==> config.mk <==
export PLATFORM = sky130hd
export DESIGN_NAME = substring_search_stream
export DESIGN_NICKNAME = d
export VERILOG_FILES = /design/src/ssrch_pkg.sv /design/src/ssrch_cell.sv /design/src/ssrch_regs.sv /design/src/substring_search_stream.sv
export SDC_FILE = /design/constraint.sdc
export NUM_CORES = 1
export LEC_CHECK = 0
export ABC_AREA = 0
export BUFFER_PORTS_ARGS = -buffer_cell sky130_fd_sc_hd__buf_2
export CAP_MARGIN = 0
export CORE_MARGIN = 5
export CORE_UTILIZATION = 34
export DETAILED_ROUTE_END_ITERATION = 8
export PLACE_DENSITY = 0.48
export SYNTH_ARGS = -nofsm -noshare
export SYNTH_HDL_FRONTEND = slang
export SYNTH_SLANG_ARGS = --single-unit
==> constraint.sdc <==
create_clock -name clk_i -period 6 [get_ports clk_i]
set_clock_uncertainty 0.2 [all_clocks]
set_input_delay 0.9 -clock clk_i [delete_from_list [all_inputs] [get_ports clk_i]]
set_output_delay 0.9 -clock clk_i [all_outputs]
set_load 0.05 [all_outputs]
==> src/ssrch_pkg.sv <==
// Package with the shared types and constants of the streaming substring search.
`default_nettype none

package ssrch_pkg;

  // Sizes of the search window and of the position counter.
  localparam int unsigned PATTERN_MAX   = 8;
  localparam int unsigned POSITION_BITS = 16;
  localparam int unsigned BYTE_W        = 8;
  localparam int unsigned LEN_W         = 4;
  localparam int unsigned OFFSET_W      = 16;
  localparam int unsigned POS_FIELD_W   = 16;
  localparam int unsigned PAT_IDX_W     = (PATTERN_MAX > 1) ? $clog2(PATTERN_MAX) : 1;
  localparam int unsigned CMP_W         = (POSITION_BITS > OFFSET_W) ? POSITION_BITS
                                                                     : OFFSET_W;
  localparam logic [POSITION_BITS-1:0] POS_MAX = {POSITION_BITS{1'b1}};

  // Register port.
  localparam int unsigned DATA_W  = 64;
  localparam int unsigned PADDR_W = 5;
  localparam int unsigned REG_W   = 2;

  localparam logic [REG_W-1:0] REG_PATTERN_BYTES  = 2'd0;
  localparam logic [REG_W-1:0] REG_PATTERN_LENGTH = 2'd1;
  localparam logic [REG_W-1:0] REG_START_OFFSET   = 2'd2;

  typedef struct packed {
    logic [BYTE_W-1:0] text_byte;
    logic              last;
  } in_word_t;

  typedef struct packed {
    logic                   found;
    logic [POS_FIELD_W-1:0] position;
  } out_word_t;

  typedef struct packed {
    logic [PATTERN_MAX*BYTE_W-1:0] pattern_bytes;
    logic [LEN_W-1:0]              pattern_length;
    logic [OFFSET_W-1:0]           start_offset;
  } cfg_t;

endpackage

`default_nettype wire

==> src/ssrch_cell.sv <==
// One window cell: holds one text byte, passes it on and compares the byte entering it to its pattern byte.
`default_nettype none

module ssrch_cell (
  input  wire logic                        clk_i,
  input  wire logic                        rst_ni,
  input  wire logic                        shift_i,
  input  wire logic                        clear_i,
  input  wire logic [ssrch_pkg::BYTE_W-1:0] byte_i,
  input  wire logic [ssrch_pkg::BYTE_W-1:0] want_i,
  input  wire logic                        use_i,
  output logic      [ssrch_pkg::BYTE_W-1:0] byte_o,
  output logic                             hit_o
);
  import ssrch_pkg::*;

  logic [BYTE_W-1:0] byte_q;

  always_ff @(posedge clk_i or negedge rst_ni) begin
    if (!rst_ni) begin
      byte_q <= '0;
    end else if (clear_i) begin
      byte_q <= '0;
    end else if (shift_i) begin
      byte_q <= byte_i;
    end
  end

  // The check looks at the window as it stands after the incoming shift.
  assign hit_o  = !use_i || (byte_i == want_i);
  assign byte_o = byte_q;

endmodule

`default_nettype wire

==> src/ssrch_regs.sv <==
// Configuration registers behind the APB-style port.
`default_nettype none

module ssrch_regs (
  input  wire logic                         clk_i,
  input  wire logic                         rst_ni,
  input  wire logic                         psel,
  input  wire logic                         penable,
  input  wire logic                         pwrite,
  input  wire logic [ssrch_pkg::PADDR_W-1:0] paddr,
  input  wire logic [ssrch_pkg::DATA_W-1:0]  pwdata,
  output logic      [ssrch_pkg::DATA_W-1:0]  prdata,
  output logic                              pready,
  output ssrch_pkg::cfg_t                   cfg_o
);
  import ssrch_pkg::*;

  cfg_t             cfg_q;
  cfg_t             cfg_d;
  logic [REG_W-1:0] reg_sel;
  logic             wr_en;

  assign pready  = 1'b1;
  assign reg_sel = paddr[PADDR_W-1:PADDR_W-REG_W];
  assign wr_en   = psel && penable && pwrite;

  always_comb begin
    cfg_d = cfg_q;
    if (wr_en) begin
      unique case (reg_sel)
        REG_PATTERN_BYTES:  cfg_d.pattern_bytes  = pwdata[PATTERN_MAX*BYTE_W-1:0];
        REG_PATTERN_LENGTH: cfg_d.pattern_length = pwdata[LEN_W-1:0];
        REG_START_OFFSET:   cfg_d.start_offset   = pwdata[OFFSET_W-1:0];
        default:            cfg_d = cfg_q;
      endcase
    end
  end

  always_comb begin
    unique case (reg_sel)
      REG_PATTERN_BYTES:  prdata = DATA_W'(cfg_q.pattern_bytes);
      REG_PATTERN_LENGTH: prdata = DATA_W'(cfg_q.pattern_length);
      REG_START_OFFSET:   prdata = DATA_W'(cfg_q.start_offset);
      default:            prdata = '0;
    endcase
  end

  always_ff @(posedge clk_i or negedge rst_ni) begin
    if (!rst_ni) begin
      cfg_q <= '0;
    end else begin
      cfg_q <= cfg_d;
    end
  end

  assign cfg_o = cfg_q;

endmodule

`default_nettype wire

==> src/substring_search_stream.sv <==
// Top level of the streaming substring search: window cell chain, match tracking, result register.
`default_nettype none

// Streaming first-occurrence substring search. Text arrives one byte per input
// word, and the word that carries last closes the text. The block reports, in one
// output word per text, whether the configured pattern (one to eight bytes) occurs
// starting at a position at or above start_offset, and the start position of the
// first such occurrence; position is zero when nothing was found. A pattern length
// of zero or above eight never matches, and neither does a pattern longer than the
// text. A row of eight byte cells forms the search window: every accepted byte
// shifts into the first cell and moves one cell further on each later byte, while
// every cell compares its byte with the pattern byte assigned to it, so the match
// that ends on the incoming byte is checked in the same cycle that takes the byte.
// The block therefore takes one byte per clock cycle. The result of a text is
// captured in the output register at the clock edge that takes its last byte and
// is offered from the next cycle on. While a finished result waits in the output
// register with out_ready_i low, the input stalls, so any byte waits until the
// result has been taken. The position counter saturates at 65535; matches that
// would end beyond that index are ignored. After the last byte the window, counter
// and match state clear for the next text, while the configuration registers keep
// their values. Write the registers only while no text is in progress.
module substring_search_stream (
  input  wire logic                         clk_i,
  input  wire logic                         rst_ni,
  // Text input.
  input  wire logic                         in_valid_i,
  output logic                              in_ready_o,
  input  ssrch_pkg::in_word_t               in_word_i,
  // Result output.
  output logic                              out_valid_o,
  input  wire logic                         out_ready_i,
  output ssrch_pkg::out_word_t              out_word_o,
  // Configuration port.
  input  wire logic                         psel,
  input  wire logic                         penable,
  input  wire logic                         pwrite,
  input  wire logic [ssrch_pkg::PADDR_W-1:0] paddr,
  input  wire logic [ssrch_pkg::DATA_W-1:0]  pwdata,
  output logic      [ssrch_pkg::DATA_W-1:0]  prdata,
  output logic                              pready
);
  import ssrch_pkg::*;

  cfg_t                     cfg;
  logic                     accept;
  logic                     close_text;
  logic [BYTE_W-1:0]        chain   [PATTERN_MAX];
  logic [PATTERN_MAX-1:0]   hits;
  logic                     len_ok;
  logic                     all_hit;
  logic [POSITION_BITS:0]   end_plus_one;
  logic                     reach;
  logic [POSITION_BITS-1:0] start_pos;
  logic                     after_offset;
  logic                     take_match;

  logic [POSITION_BITS-1:0] byte_count_q, byte_count_d;
  logic                     past_max_q, past_max_d;
  logic                     match_seen_q, match_seen_d;
  logic [POSITION_BITS-1:0] match_start_q, match_start_d;
  logic                     out_valid_q, out_valid_d;
  out_word_t                out_word_q, out_word_d;

  ssrch_regs u_regs (
    .clk_i   (clk_i),
    .rst_ni  (rst_ni),
    .psel    (psel),
    .penable (penable),
    .pwrite  (pwrite),
    .paddr   (paddr),
    .pwdata  (pwdata),
    .prdata  (prdata),
    .pready  (pready),
    .cfg_o   (cfg)
  );

  // A new byte can enter whenever the output register is free or is being emptied.
  assign in_ready_o = !out_valid_q || out_ready_i;
  assign accept     = in_valid_i && in_ready_o;
  assign close_text = accept && in_word_i.last;

  assign len_ok = (cfg.pattern_length != '0) &&
                  (32'(cfg.pattern_length) <= PATTERN_MAX);

  assign chain[0] = in_word_i.text_byte;

  // Cell k sees the byte k places back from the incoming one. For a pattern of
  // length n it must equal pattern byte n-1-k, and cells at k >= n take no part.
  for (genvar k = 0; k < PATTERN_MAX; k++) begin : g_cell
    logic [LEN_W-1:0]     pat_idx;
    logic [PAT_IDX_W-1:0] pat_sel;
    logic [BYTE_W-1:0]    want;
    logic                 use_cell;
    logic [BYTE_W-1:0]    held;

    assign pat_idx  = cfg.pattern_length - LEN_W'(k + 1);
    assign pat_sel  = pat_idx[PAT_IDX_W-1:0];
    assign want     = cfg.pattern_bytes[BYTE_W*pat_sel +: BYTE_W];
    assign use_cell = (32'(cfg.pattern_length) > k);

    ssrch_cell u_cell (
      .clk_i   (clk_i),
      .rst_ni  (rst_ni),
      .shift_i (accept),
      .clear_i (close_text),
      .byte_i  (chain[k]),
      .want_i  (want),
      .use_i   (use_cell),
      .byte_o  (held),
      .hit_o   (hits[k])
    );

    if (k < PATTERN_MAX - 1) begin : g_link
      assign chain[k+1] = held;
    end
  end

  assign all_hit = &hits;

  // The candidate ends on the incoming byte, so it starts at count + 1 - n.
  assign end_plus_one = {1'b0, byte_count_q} + 1'b1;
  assign reach        = end_plus_one >= (POSITION_BITS+1)'(cfg.pattern_length);
  assign start_pos    = POSITION_BITS'(end_plus_one - (POSITION_BITS+1)'(cfg.pattern_length));
  assign after_offset = CMP_W'(start_pos) >= CMP_W'(cfg.start_offset);
  assign take_match   = accept && !match_seen_q && !past_max_q && len_ok &&
                        reach && after_offset && all_hit;

  always_comb begin
    match_seen_d  = match_seen_q || take_match;
    match_start_d = take_match ? start_pos : match_start_q;
    byte_count_d  = byte_count_q;
    past_max_d    = past_max_q;
    if (accept) begin
      if (byte_count_q == POS_MAX) begin
        past_max_d = 1'b1;
      end else begin
        byte_count_d = byte_count_q + 1'b1;
      end
    end

    out_valid_d = out_valid_q;
    out_word_d  = out_word_q;
    if (close_text) begin
      out_valid_d          = 1'b1;
      out_word_d.found     = match_seen_d;
      out_word_d.position  = match_seen_d ? POS_FIELD_W'(CMP_W'(match_start_d)) : '0;
      // The stream state starts over for the next text.
      match_seen_d  = 1'b0;
      match_start_d = '0;
      byte_count_d  = '0;
      past_max_d    = 1'b0;
    end else if (out_ready_i) begin
      out_valid_d = 1'b0;
    end
  end

  always_ff @(posedge clk_i or negedge rst_ni) begin
    if (!rst_ni) begin
      byte_count_q  <= '0;
      past_max_q    <= 1'b0;
      match_seen_q  <= 1'b0;
      match_start_q <= '0;
      out_valid_q   <= 1'b0;
    end else begin
      byte_count_q  <= byte_count_d;
      past_max_q    <= past_max_d;
      match_seen_q  <= match_seen_d;
      match_start_q <= match_start_d;
      out_valid_q   <= out_valid_d;
    end
  end

  always_ff @(posedge clk_i) begin
    out_word_q <= out_word_d;
  end

  assign out_valid_o = out_valid_q;
  assign out_word_o  = out_word_q;

endmodule

`default_nettype wire
==> impl_metrics.json <==
{
  "timing.max_cap.violations": 0,
  "crit_family": "compound AO/OA/AOI/OAI gates",
  "cts_hold_buffers": 0,
  "critPathCaptureType": "flop",
  "critical_path.cell_chain": "ha_1, xor2_1, ha_1, nor2b_1, o21ai_0, nor3b_1, o211ai_1, mux2i_1, a21oi_1, xor2_1, ha_1, a21o_1, a21oi_1, nor2_1, a211oi_1, o21ai_0, and4b_1, a21o_1, and2_1",
  "worst_margin_slew_ps": 1090,
  "finalSetupViolCount": 0,
  "area_inside_the_core_boundary_um2": 37500,
  "synth.avg_cell_area_um2": 10.2,
  "horizontal_extent_of_the_die_um": 204,
  "fin_total_pwr_mw": 5.88,
  "synth.cell_area_um2": 12900,
  "port_buffers": 164,
  "yosys_most_used_dff": "sky130_fd_sc_hd__dfrtp_1",
  "initialDrtViolationCount": 933,
  "maxClockFrequency_mhz": 177,
  "wl_met1_um": 19900,
  "synth.lib_cells_used.distinct": 64,
  "worstPathArrival_ps": 5770,
  "final_net_count": 1489,
  "slew_headroom": 0.274,
  "power.density_nw_per_um2": 401,
  "fin_crit_period_ps": 5630,
  "floorplan.die_area_um2": 41800,
  "std_cell_rows": 71,
  "cp_slowest_cell": "sky130_fd_sc_hd__and4b_1",
  "dr_wl_met3_um": 1540,
  "peakVddDrop_uv": 201,
  "filler_cell_count": 3787,
  "clock_tree_from_tritoncts": "done",
  "detailroute.via_count": 10100,
  "pin_count_of_the_biggest_net_entering_global_routing": 121,
  "yosysTopAreaCell": "sky130_fd_sc_hd__dfrtp_1",
  "criticalPathCategory": "reg -> reg",
  "ctsHtreeMaxLevel": 4,
  "initial_core_util": 0.343,
  "routabilityCongestion": 0.916,
  "cts.path.max_buffers": 2,
  "drt_pass1_iterations": 5,
  "area_delta_synth_final_pct": 14.2,
  "finalHoldViolCount": 0,
  "mostFrequentLayoutCell": "sky130_fd_sc_hd__nand2_1",
  "layout.core_utilization": 0.392,
  "highest_routing_layer_actually_used": "met4",
  "synth_top_area_share": 0.341,
  "number_of_nets_produced_by_synthesis": 1370,
  "critical_path.most_common_cell": "sky130_fd_sc_hd__ha_1",
  "buffers_and_inverters_on_the_worst_path": 0,
  "finalSetupTns_ps": 0,
  "clock_sink_count": 192,
  "timing.hold.worst.class": "in -> async",
  "drive_gt1_frac": 0.249,
  "synth_register_bits": 192,
  "post_synth_main_area_contributors": "sky130_fd_sc_hd__dfrtp_1 34%, sky130_fd_sc_hd__mux4_2 9.6%, sky130_fd_sc_hd__mux2_2 5.7%",
  "finalWirelength_um": 39600,
  "met2_length_um": 17400,
  "die-height_um": 204,
  "final-max-slew-violation-count": 0,
  "yosys_warnings": 0,
  "synthesis.instances": 1258,
  "number_of_cts_inserted_buffers": 17,
  "synth_enable_flop_cells": 17,
  "grt_remaining_overflow": 0,
  "placed_area_um2": 14100,
  "post_cts.resized_instances": 0,
  "run_status": "finished clean",
  "grt_pass1_vias": 9971,
  "remaining_drc_errors": 0,
  "route.detailed.wl_per_inst_um": 20.8,
  "cts-root-buf": "sky130_fd_sc_hd__clkbuf_16",
  "synth.yosys.seq_area_share": 0.380,
  "final.period_utilization": 0.939,
  "most_used_cells_in_the_layout_excluding_fill_and_tap_cells": "185 x sky130_fd_sc_hd__nand2_1, 174 x sky130_fd_sc_hd__dfrtp_1, 163 x sky130_fd_sc_hd__buf_2, 106 x sky130_fd_sc_hd__o21ai_0, 77 x sky130_fd_sc_hd__xnor2_1",
  "grt_antenna_before_repair": 0,
  "critical-path-max-stage-delay_ps": 500,
  "clkSlewWorstSetupHoldPaths_ps": 80,
  "asyncSetResetFlopFracSynth": 0.911,
  "boundaryPins": 169,
  "critPathRequiredTime_ps": 6130,
  "cp_max_fo": 15,
  "critical_path_start_type": "flop",
  "grt_setup_unrepaired": "false",
  "clock_insertion_delay_worst_skew_ps": 450,
  "antenna_left": 0,
  "post_cts_setup_bufs": 0,
  "post_drt_via_cell_ratio": 5.31,
  "total_leakage_power_nw": 6.44,
  "final.hold.worst_slack_ps": 290,
  "global_route_wire_length_before_repair_um": 61100,
  "finalInstanceArea_um2": 14700,
  "post-dp-hpwl_um": 30000,
  "track_usage": 0.189
}
[metal layers]
metal,GRT usage,up-vias
li1,-,4726
met1,0.289,5093
met2,0.282,255
met3,0.0263,35
met4,0.0495,0
met5,0,-
[cell type report]
cell class / count / area [um^2] / area share
inverter: 31 / 116 / 0.00793
tap: 511 / 639 / 0.0435
timing repair buffer: 184 / 977 / 0.0666
antenna: 1 / 2.50 / 0.000170
clock inverter: 14 / 176 / 0.0120
multi-input combinational: 951 / 7450 / 0.507
clock buffer: 18 / 429 / 0.0292
sequential: 192 / 4890 / 0.333
[sequential cells by signal (all words and copies together) (netlist names)]
name / cells
out_valid_o: 1
u_regs.cfg_o: 84
past_max_q: 1
g_cell.u_cell.byte_o: 56
match_start_q: 16
byte_count_q: 16
match_seen_q: 1
out_word_o: 17
[worst reg2reg max path: cells and delay by family (launching register included)]
kind | cells | cell delay [ps]
compound gates | 8 | 1740
fa+ha+maj | 3 | 990
simple gates | 5 | 1330
xor+xnor | 2 | 640
mux | 1 | 180
flops | 1 | 450
[worst paths after layout]
| path | start | slack [ps] | end | cells past startpoint |
|---|---|---|---|---|
| max in group asynchronous | rst_ni | 4190 | byte_count_q[12] | 2 |
| setup reg to reg | byte_count_q[0] | 370 | match_seen_q | 19 |
| hold reg to reg | g_cell[2].u_cell.byte_o[0] | 290 | g_cell[2].u_cell.byte_o[0] | 2 |
| min in group clk_i | g_cell[2].u_cell.byte_o[0] | 290 | g_cell[2].u_cell.byte_o[0] | 2 |
| hold / removal | rst_ni | 290 | u_regs.cfg_o[56] | 1 |
| setup / recovery | byte_count_q[0] | 370 | match_seen_q | 19 |
[cells by family after synthesis]
kind of cell,Yosys count,share of synthesized area
XOR/XNOR,121,0.0824
buffers and inverters,115,0.0420
multiplexers,201,0.228
adder cells (fa/ha/maj),27,0.0269
flip-flops,192,0.380
AO/OA/AOI/OAI,198,0.0905
other,1,0.000292
AND/OR/NAND/NOR,403,0.150
[power breakdown]
| group | leakage (nW) | internal, mW | switching, mW |
|---|---|---|---|
| logic | 3.72 | 1.25 | 1.65 |
| clock network | 0.286 | 0.632 | 0.570 |
| registers | 2.44 | 1.48 | 0.299 |
| total | 6.44 | 3.37 | 2.52 |
[per-stage QoR]
step                worst slack (ps)  cells
global route                    85.7   1901
detailed placement               628   1869
floorplan                       1240   1258
global placement                 606   1869
finish                           365   1902
CTS                              572   1901
[synth_stat cells, types with 3 or more instances]
cell type and number:
sky130_fd_sc_hd__nor3b_1 4, sky130_fd_sc_hd__inv_1 29, sky130_fd_sc_hd__a21oi_1 32, sky130_fd_sc_hd__nand4_1 22
sky130_fd_sc_hd__xor2_1 44, sky130_fd_sc_hd__buf_2 14, sky130_fd_sc_hd__o22ai_1 11, sky130_fd_sc_hd__buf_4 3
sky130_fd_sc_hd__o31ai_1 7, sky130_fd_sc_hd__and3_1 5, sky130_fd_sc_hd__xnor2_1 77, sky130_fd_sc_hd__o21ai_0 106
sky130_fd_sc_hd__mux2i_1 72, sky130_fd_sc_hd__or3_1 8, sky130_fd_sc_hd__and2_1 52, sky130_fd_sc_hd__mux2_2 65
sky130_fd_sc_hd__nand3_1 26, sky130_fd_sc_hd__nor3_1 10, sky130_fd_sc_hd__a211oi_1 3, sky130_fd_sc_hd__nor4_1 11
sky130_fd_sc_hd__mux4_2 55, sky130_fd_sc_hd__nor2_1 50, sky130_fd_sc_hd__and4_1 3, sky130_fd_sc_hd__buf_6 7
sky130_fd_sc_hd__a21o_1 11, sky130_fd_sc_hd__mux4_1 9, sky130_fd_sc_hd__nand2b_1 6, sky130_fd_sc_hd__buf_1 7
sky130_fd_sc_hd__o21a_1 3, sky130_fd_sc_hd__a31oi_1 3, sky130_fd_sc_hd__edfxtp_1 17, sky130_fd_sc_hd__clkbuf_1 51
sky130_fd_sc_hd__ha_1 26, sky130_fd_sc_hd__nand2_1 186, sky130_fd_sc_hd__a22oi_1 6, sky130_fd_sc_hd__dfrtp_1 175
sky130_fd_sc_hd__nand3b_1 4, sky130_fd_sc_hd__or4_1 3, sky130_fd_sc_hd__nor2b_1 5
Note: power is estimated with default switching activity, not from simulation.
